--- src/sv/rwhm_pkg.sv ---
// ============================================================================
// rwhm_pkg
// Shared types, widths and helpers for the random word health monitor.
// ============================================================================
package rwhm_pkg;

   localparam int WORD_W      = 32;
   localparam int TOTAL_W     = 38;
   localparam int BIN_W       = 32;
   localparam int BIN_COUNT   = 256;
   localparam int BIN_ADDR_W  = $clog2(BIN_COUNT);
   localparam int INTERVAL_W  = 24;
   localparam int CHANGED_W   = 6;
   localparam int EXPECT_W    = 26;
   localparam int BYTES       = WORD_W / 8;
   localparam int BYTE_IDX_W  = $clog2(BYTES);
   localparam int RSP_DATA_W  = 184;
   localparam int DIV_STEP_W  = $clog2(TOTAL_W);

   localparam logic [INTERVAL_W-1:0] INTERVAL_RESET = INTERVAL_W'(1000);
   localparam logic [CHANGED_W-1:0]  AVG_CLAMP      = CHANGED_W'(32);

   typedef struct packed {
      logic                 start;
      logic [TOTAL_W-1:0]   dividend;
      logic [WORD_W-1:0]    divisor;
   } div_req_type;

   typedef struct packed {
      logic                 done;
      logic                 busy;
      logic [TOTAL_W-1:0]   quotient;
      logic [WORD_W-1:0]    remainder;
   } div_rsp_type;

   typedef struct packed {
      logic                  en;
      logic [BIN_ADDR_W-1:0] addr;
      logic [BIN_W-1:0]      data;
   } hist_wr_type;

   function automatic logic [CHANGED_W-1:0] ones_count(input logic [WORD_W-1:0] v);
      logic [CHANGED_W-1:0] c;
      c = '0;
      for (int i = 0; i < WORD_W; i++) begin
         c = c + CHANGED_W'(v[i]);
      end
      return c;
   endfunction

endpackage

--- src/sv/rwhm_divider.sv ---
// ============================================================================
// rwhm_divider
// Restoring radix-2 divider, one quotient bit per cycle. Serves both the
// average (total / count) and the report phase (count mod interval).
// ============================================================================
module rwhm_divider (
   input  logic                  clock,
   input  logic                  reset,
   input  rwhm_pkg::div_req_type div_req,
   output rwhm_pkg::div_rsp_type div_rsp
);
   import rwhm_pkg::*;

   logic                  busy_ff, busy_in;
   logic                  done_ff, done_in;
   logic [DIV_STEP_W-1:0] step_ff, step_in;
   logic [TOTAL_W-1:0]    quot_ff, quot_in;
   logic [WORD_W-1:0]     rem_ff, rem_in;
   logic [WORD_W-1:0]     divisor_ff, divisor_in;
   logic [WORD_W:0]       shifted;
   logic [WORD_W+1:0]     trial;

   always_comb begin
      busy_in    = busy_ff;
      done_in    = 1'b0;
      step_in    = step_ff;
      quot_in    = quot_ff;
      rem_in     = rem_ff;
      divisor_in = divisor_ff;
      shifted    = {rem_ff, quot_ff[TOTAL_W-1]};
      trial      = {1'b0, shifted} - {2'b00, divisor_ff};
      if (div_req.start) begin
         busy_in    = 1'b1;
         step_in    = DIV_STEP_W'(TOTAL_W - 1);
         quot_in    = div_req.dividend;
         rem_in     = '0;
         divisor_in = div_req.divisor;
      end else if (busy_ff) begin
         // keep the difference when it did not borrow
         if (!trial[WORD_W+1]) begin
            rem_in  = trial[WORD_W-1:0];
            quot_in = {quot_ff[TOTAL_W-2:0], 1'b1};
         end else begin
            rem_in  = shifted[WORD_W-1:0];
            quot_in = {quot_ff[TOTAL_W-2:0], 1'b0};
         end
         if (step_ff == '0) begin
            busy_in = 1'b0;
            done_in = 1'b1;
         end else begin
            step_in = step_ff - 1'b1;
         end
      end
   end

   always_ff @(posedge clock) begin
      if (reset) begin
         busy_ff <= 1'b0;
         done_ff <= 1'b0;
         step_ff <= '0;
      end else begin
         busy_ff <= busy_in;
         done_ff <= done_in;
         step_ff <= step_in;
      end
      quot_ff    <= quot_in;
      rem_ff     <= rem_in;
      divisor_ff <= divisor_in;
   end

   assign div_rsp.done      = done_ff;
   assign div_rsp.busy      = busy_ff;
   assign div_rsp.quotient  = quot_ff;
   assign div_rsp.remainder = rem_ff;

   a_no_restart : assert property (@(posedge clock) disable iff (reset)
      div_req.start |-> !busy_ff)
      else $error("divider started while busy");

endmodule

--- config.mk ---
export PLATFORM = sky130hd
export DESIGN_NAME = rwhm_divider
export DESIGN_NICKNAME = d
export VERILOG_FILES = /design/src/sv/rwhm_pkg.sv /design/src/sv/rwhm_divider.sv
export SDC_FILE = /design/constraint.sdc
export NUM_CORES = 1
export LEC_CHECK = 0
export ABC_CLOCK_PERIOD_IN_PS = 7380
export BUFFER_PORTS_ARGS = -buffer_cell sky130_fd_sc_hd__clkbuf_2
export CAP_MARGIN = 20
export CORE_ASPECT_RATIO = 1.25
export CORE_UTILIZATION = 40
export CTS_CLUSTER_SIZE = 16
export DETAILED_ROUTE_END_ITERATION = 10
export PLACE_DENSITY_LB_ADDON = 0.08
export SYNTH_ARGS = -nofsm -noshare
export SYNTH_HDL_FRONTEND = slang
export SYNTH_SLANG_ARGS = --single-unit
--- constraint.sdc ---
create_clock -name clock -period 7.38 [get_ports clock]
set_input_delay 1.107 -clock clock [delete_from_list [all_inputs] [get_ports clock]]
set_output_delay 1.107 -clock clock [all_outputs]
set_load 0.02 [all_outputs]
* After elaboration in Yosys (flattened, before gate mapping) *
Index checks and enable logic that the tools add are counted.

word-level totals
  flip-flop bits (word level) = 110
  latch bits = 0
  bits in writable memories = 0
  ROM bits = 0
  input bits = 73
  output and inout port bits = 72
  logic and storage cells = 29
  memories = 0

operators by class
  add/subtract/negate cells = 2
  multipliers = 0
  divide/modulo/power cells = 0
  $lt $le $gt $ge = 0
  equality and inequality tests = 1
  shift operators = 0
  muxes and demuxes = 11
  bitwise logic cells = 2
  reduce and logical (&&, ||, !) cells = 6

operators by type and width
  operator             count
  $mux 38              2
  $sub 33x32->34       1
  $mux 32              1
  $mux 6               3
  $logic_not 6->1      1
  $sub 6x1->6 const B  1
  $mux 1               5
  $reduce_and 2->1     2
  $reduce_or 3->1      1
  $ne 2x2->1 const B   1
  $not 1->1            2
  $reduce_bool 2->1    1
  $reduce_or 2->1      1

* Logic depth before layout (Yosys ltp) *
Gate-level depths: netlist (run 1).

  depth after elaboration = 4
  gate-level depth with buffers = 13
  depth with buffers taken out = 13

* Worst setup path before layout (run 1) *
Ideal clock, no wire load.

  kind = register to register
  start point = register quot_ff[37]
  end point = register rem_ff[26]
  setup time = 119 ps
  data arrival time = 2,784 ps
  data required time = 7,261 ps
  slack = 4,478 ps
  stages on the path, launching flop included = 14
  buffers on the path = 0
  clock period less this slack = 2,902 ps
  cells stage by stage = edfxtp_1 -> inv_1 -> ha_1 -> inv_1 -> fa_1 -> a21o_1 -> a221oi_1 -> nor4_1 -> o21ai_1 -> a31oi_1 -> o211ai_1 -> a21boi_0 -> a21boi_0 -> o221a_1

between the ends
  cells in the longest elaborated chain, start to end = 2

ends and longest elaborated chain
  element                 RTL line            text
  from (decl)             rwhm_divider.sv:17  logic [TOTAL_W-1:0] quot_ff, quot_in;
  from (signal assigned)  rwhm_divider.sv:66  quot_ff <= quot_in;
  $sub 33x32->34          rwhm_divider.sv:31  trial = {1'b0, shifted} - {2'b00, divisor_ff};
  $mux 32                 rwhm_divider.sv:40  if (!trial[WORD_W+1]) begin
  to (signal assigned)    rwhm_divider.sv:67  rem_ff <= rem_in;
  to (decl)               rwhm_divider.sv:18  logic [WORD_W-1:0] rem_ff, rem_in;

No other way between the ends.
A chain may end at the register's enable or synchronous reset.

* Worst setup path in the final report (run 1) *
Same ends and word-level chain as after synthesis.

==> results of run 1 <==
flip-flops by register name, summed over array words and instances, names as in the netlist:
signal,count
busy_ff,1
divisor_ff,32
done_ff,1
quot_ff,38
rem_ff,32
step_ff,6
through the flow:
step	std cells	hold WS (ns)	worst slack, ns
after floorplan	579	0.504	4.48
after global placement	885	0.509	4.37
after detailed placement	885	0.515	4.24
after CTS	901	0.526	4.23
after global routing	901	0.542	3.91
final	901	0.521	4.23
tightest hold or removal path, cell delays in order, from the launching register on:
cell and delay [ns]:
dfxtp_1 0.34, nor2_1 0.09, a211oi_1 0.05
layer usage:
layer	share of wire	GRT usage
met5	0	0
met2	0.48	0.310
met3	0.053	0.0498
met1	0.45	0.220
met4	0.018	0.0625
cell families (layout without fill, tap and decap cells):
group	after synthesis	in the layout	synth area share
compound gates	142	142	0.155
xor+xnor	28	28	0.0400
fa+ha+maj	34	34	0.0706
buf+inv	71	211	0.0490
flops	110	110	0.474
mux	61	61	0.107
simple gates	133	133	0.105
placed cells by master, fill, tap and decap left out, drive strengths merged, types with 4 or more instances in the layout:
master	count
nor3	15
o21ai	25
a211oi	28
xor2	9
mux2	38
buf	5
xnor2	19
ha	33
dfxtp	40
o21a	4
a31oi	9
o211ai	5
and3	5
nor2	42
edfxtp	70
mux2i	23
clkbuf	154
a21oi	38
inv	48
a21o	13
nand2	42
nand3	6
area by class of cell:
| type | instances | area (um2) |
|---|---|---|
| timing repair buffer | 148 | 753 |
| fill | 1413 | 7640 |
| clock inverter | 5 | 81.3 |
| tap | 182 | 228 |
| inverter | 47 | 176 |
| sequential | 110 | 2900 |
| clock buffer | 11 | 233 |
| multi-input combinational | 398 | 2930 |
how the worst max path moves through the flow:
stage	startpoint	end	slack (ns)	cells after the start
2_1_floorplan	quot_ff[37]	rem_ff[26]	4.48	13
3_3_place_gp	quot_ff[37]	rem_ff[26]	4.37	13
3_5_place_dp	quot_ff[37]	rem_ff[26]	4.24	13
4_1_cts	quot_ff[37]	rem_ff[26]	4.23	13
5_1_grt	quot_ff[37]	rem_ff[26]	3.91	13
6_report	quot_ff[37]	rem_ff[26]	4.23	13
power by group through the flow:
stage	logic [mW]	clock network (mW)	registers (mW)
detailed placement	0.440	0	0.769
finish	0.439	0.517	0.753
CTS	0.443	0.539	0.755
global route	0.489	0.560	0.761
floorplan	0.276	0	0.808
global placement	0.438	0	0.767
==> results.toml, run 1 <==
[power_and_ir_drop]
finalPower_mw = 1.71
p_sw_mw = 0.514
p_seq_frac = 0.441
leakagePower_nw = 3.15
switching_share = 0.301
clkPwrFrac = 0.303
pwr-share-comb = 0.257
power_density_nw_per_um2 = 234
ir_drop_mv = 0.115
p_int_mw = 1.20

[timing]
fmax_mhz = 317
setup_viol = 0
hold_violations = 0
rsz0062_at_grt = "false"
fin_crit_sh = 0.427
tightestPinTransition_ns = 0.698
finClkSkew_ns = 0.00574
fin_crit_ns = 3.15
slew_headroom = 0.535
tns_ns = 0
slew_viol_final = 0

[worst_setup_path]
rr_endpoint = "rem_ff[26]"
worstPathMaxFanout = 3
worst-r2r-cell-count = 13
worst-path-buf-inv = 2
path_delay_family = "compound AO/OA/AOI/OAI gates"
cp_cell_sequence = "inv_1, ha_1, inv_1, fa_1, a21o_1, a221oi_1, nor4_1, o21ai_1, a31oi_1, o211ai_1, a21boi_0, a21boi_0, o221a_1"
cp-end-kind = "flip-flop"
rrSetupSlack_ns = 4.23
arrival_ns = 3.40
cpMaxStageDelayCell = "a221oi_1"
worst_path_largest_cell_delay_ns = 0.44
crit_type = "reg -> reg"
cp.required_ns = 7.63
worst_setup_path_start_kind = "flip-flop"
regToRegStartpoint = "quot_ff[37]"

[logic_synthesis]
synth_edf_count = 70
synth_ff_type = "edfxtp_1"
synth_top_area_share = 0.343
synth_most_common_cell = "edfxtp_1"
synthTopCellsByArea = "edfxtp_1 (34%), dfxtp_1 (13%), mux2_2 (6.8%)"
seq_area_frac_synth = 0.474
synth_warnings = 0
ys_types = 59
netlist_instances = 579
netlist_area_um2 = 6130
synth_largest_area_cell = "edfxtp_1"
yosys-top-cells-count = "edfxtp_1 (70), inv_1 (47), nor2_1 (42)"
synth_nets = 686
ys_ff_latch = 110
synthArstFlopShare = 0
syn_avg_cell_area_um2 = 10.6

[cts]
ctsHoldBuffers = 0
cts_buffer_depth = 2
htreeDepth = 3
cts_resized = 0
clock_sinks = 110
cts_tree = "done"
root_buffer = "clkbuf_16"
cts_made_buffers = 9
post_cts_buffers = 0
clk_pin_slew_ns = 0.07
insertion_delay_ns = 0.36

[global_route]
grt_pass1_wl_um = 22800
overflow = 0
grt_pass1_vias = 4734
grt_max_degree = 66
antenna_found_initial = 0
track_usage = 0.182

[finish]
area_growth_pct = 19.2
drive_above_1_share = 0.295
nets = 821
stdcell_area_um2 = 7310
diodes = 0
final_util = 0.489

[floorplanning]
core-area_um2 = 15000
die_w_um = 113
fp.dieH_um = 140
initial_utilization = 0.410
dieArea_um2 = 15800
boundaryPins = 145
rows = 50

[drt]
via_count = 4715
avgViaCountPerCell = 5.23
wl_per_cell_um = 15.2
drtIter0Drc = 191
routed_wl_um = 13700
drtAntennaViolNets = 0
drtPass1Iterations = 4
drcViolationCount = 0

[min_path]
hold_path_end = "rem_ff[7]"
worstHoldStart = "rem_ff[7]"
holdCritPathClass = "reg -> reg"
hold-path-cell-count = 2

[job]
cap_violations = 0

[placement]
io_buffer_count = 144
place_area_um2 = 7000
place_congestion = 0.845
dp_hpwl_um = 10200

[run_status]
status = "completed"
No activity file was read; power rests on OpenSTA's default activity.
==> run 2, diff against run 1 <==
--- a/config.mk
+++ b/config.mk
@@ -5,7 +5,8 @@
 export SDC_FILE = /design/constraint.sdc
 export NUM_CORES = 1
 export LEC_CHECK = 0
-export ABC_CLOCK_PERIOD_IN_PS = 7380
+export ABC_AREA = 1
+export ABC_CLOCK_PERIOD_IN_PS = 2600
 export BUFFER_PORTS_ARGS = -buffer_cell sky130_fd_sc_hd__clkbuf_2
 export CAP_MARGIN = 20
 export CORE_ASPECT_RATIO = 1.25
==> constraint.sdc (replaced) <==
create_clock -name clock -period 2.6 [get_ports clock]
set_input_delay 0.39 -clock clock [delete_from_list [all_inputs] [get_ports clock]]
set_output_delay 0.39 -clock clock [all_outputs]
set_load 0.02 [all_outputs]
==> run 2 against run 1 <==
Net effect:
- clock-buffer cell count shrank 1
- routed wire length increased by 43%
- cell count is 56% higher
- sequential share of layout area is 5.7 points lower
- critical path depth increased by 3
- core utilization down 0.38 points
- cell area grew 17%
- critical endpoint is now rem_ff[28]
==> results.toml, run 2 <==
[placement]
place_congestion = 0.935
dp_hpwl_um = 15100
dp_cells = 1390
preCtsSetupSlack_ns = 0.170
io_buffer_count = 144

[drt]
drtIter0Drc = 255
routed_wl_um = 19600
drcViolationCount = 0
drtAntennaViolNets = 0
drtPass1Iterations = 5
via_count = 6604
avgViaCountPerCell = 4.70
wl_per_cell_um = 13.9

[logic_synthesis]
ys_types = 37
synth_edf_count = 70
synth_ff_type = "edfxtp_1"
synthTopCellsByArea = "edfxtp_1 (29%), nand2_1 (22%), dfxtp_1 (11%)"
synth_largest_area_cell = "edfxtp_1"
netlist_instances = 1033
netlist_area_um2 = 7220
synthArstFlopShare = 0
synth_top_area_share = 0.291
yosys-top-cells-count = "nand2_1 (423), inv_1 (187), nand3_1 (85)"
seq_area_frac_synth = 0.402
ys_ff_latch = 110
syn_avg_cell_area_um2 = 6.99
synth_most_common_cell = "nand2_1"
synth_nets = 1140
synth_warnings = 0

[global_route]
grtUsageMet3 = 0.0460
overflow = 0
grt_pass1_wl_um = 31900
gr-max-usage-layer = "met2"
grt_max_degree = 54
antenna_found_initial = 0
track_usage = 0.220
use_met1 = 0.271
use_met2 = 0.375
grt_pass1_vias = 6476

[worst_setup_path]
cp.required_ns = 2.86
worst-path-buf-inv = 2
path_delay_family = "simple AND/OR/NAND/NOR gates"
worst-path-stages = 16
worst-r2r-cell-count = 16
worst_setup_path_start_kind = "flip-flop"
cpMaxStageDelayCell = "fa_2"
worstPathMaxFanout = 4
cp_cell_sequence = "inv_1, ha_1, inv_1, fa_2, nand2_1, nand3_1, nand3_1, nand2_1, nand2_1, nand2_1, nand2_1, nand2_1, nand2_1, nand3_1, nand2_1, nand2_1"
worst_path_largest_cell_delay_ns = 0.41
cp-end-kind = "flip-flop"
arrival_ns = 2.64
crit_type = "reg -> reg"
path_common_cell = "nand2_1"

[min_path]
holdCritPathClass = "in -> reg"
hold-path-cell-count = 1

[power_and_ir_drop]
pwr-share-comb = 0.151
p_sw_mw = 1.17
power_density_nw_per_um2 = 487
clkPwrFrac = 0.356
p_seq_frac = 0.493
leakagePower_nw = 4.80
switching_share = 0.283
p_int_mw = 2.98
ir_drop_mv = 0.361

[finish]
largest_register_ffs = 38
fin_cells = 1406
layout_commonest_cell = "nand2_1"
area_growth_pct = 18.1
top_regs = "quot_ff: 38 flops, divisor_ff: 32 flops, rem_ff: 32 flops"
diodes = 0
seqCellArea_um2 = 2900
mostFrequentLayoutCells = "nand2_1 (423), inv_1 (186), clkbuf_2 (143)"
nets = 1284
drive_above_1_share = 0.179
max_flop_register = "quot_ff"
multiInputGateArea_um2 = 3430
n_fill_cell = 1871

[floorplanning]
core-area_um2 = 17600
initial_utilization = 0.411
fp.dieH_um = 152
dieArea_um2 = 18600
boundaryPins = 145
die_w_um = 122
rows = 54

[cts]
cts_made_buffers = 9
clk_pin_slew_ns = 0.08
cts_buffer_depth = 2
cts_resized = 0
root_buffer = "clkbuf_16"
clock_sinks = 110
insertion_delay_ns = 0.36
post_cts_buffers = 0
ctsHoldBuffers = 0
cts_tree = "done"
htreeDepth = 3

[run_status]
status = "completed"

[job]
cap_violations = 0

[timing]
fin_crit_ns = 2.38
fin_crit_sh = 0.915
fin_ws_ns = 0.221
slew_viol_final = 0
rsz0062_at_grt = "false"
slew_headroom = 0.600
setup_viol = 0
hold_violations = 0
fmax_mhz = 420
tightestPinTransition_ns = 0.600
hold_ws_ns = 0.197
tns_ns = 0
finClkSkew_ns = 0.00747
[run 2: changes by cell type after synthesis, sizes merged, moves of 14 or more]
cell	before	now
a211oi	28	1
a21oi	38	24
inv	47	192
mux2	38	0
mux2i	23	0
nand2	42	430
nand3	6	94
[run 2: path summary, 6_finish.rpt]
| check | start | to | slack (ns) |
|---|---|---|---|
| min | div_req[19] | divisor_ff[19] | 0.20 |
| max reg2reg | quot_ff[37] | rem_ff[28] | 0.22 |
| min reg2reg | rem_ff[18] | rem_ff[18] | 0.49 |
| max | quot_ff[37] | rem_ff[28] | 0.22 |
[run 2: cell families (layout without fill, tap and decap cells)]
family                     Yosys count  count (layout)  synth area share
and+or+nand+nor                    608             608             0.361
buffers and inverters              219             368             0.122
DFF                                110             110             0.402
AOI/OAI and AO/OA                   47              47            0.0359
adders and majority gates           34              34            0.0600
xor gates and xnor gates            15              15            0.0182
[run 2: final cells by class]
| type | instances | area share |
|---|---|---|
| multi-input combinational | 704 | 0.403 |
| sequential | 110 | 0.341 |
| timing repair buffer | 159 | 0.102 |
| inverter | 193 | 0.0850 |
| tap | 224 | 0.0329 |
| clock buffer | 10 | 0.0269 |
| clock inverter | 6 | 0.00940 |
[run 2: per-stage QoR]
| step | total power, mW | util | area [um2] |
|---|---|---|---|
| after CTS | 4.19 | 0.485 | 8520 |
| after floorplan | 2.48 | - | 7220 |
| after global placement | 2.72 | 0.467 | 8210 |
| final | 4.15 | 0.485 | 8520 |
| after global routing | 4.33 | 0.485 | 8520 |
| after detailed placement | 2.72 | 0.467 | 8210 |
[run 2: power groups by stage]
stage	Combinational [mW]	Clock, mW	Sequential, mW
after floorplan	0.321	0	2.16
after global placement	0.630	0	2.09
after detailed placement	0.634	0	2.08
after CTS	0.634	1.51	2.05
after global routing	0.703	1.56	2.06
final	0.627	1.48	2.04
[run 2: metal layers]
layer / vias up / part of all wire
met5: - / 0
met4: 0 / 0.025
met3: 25 / 0.057
met2: 171 / 0.48
met1: 2929 / 0.44
li1: 3479 / -
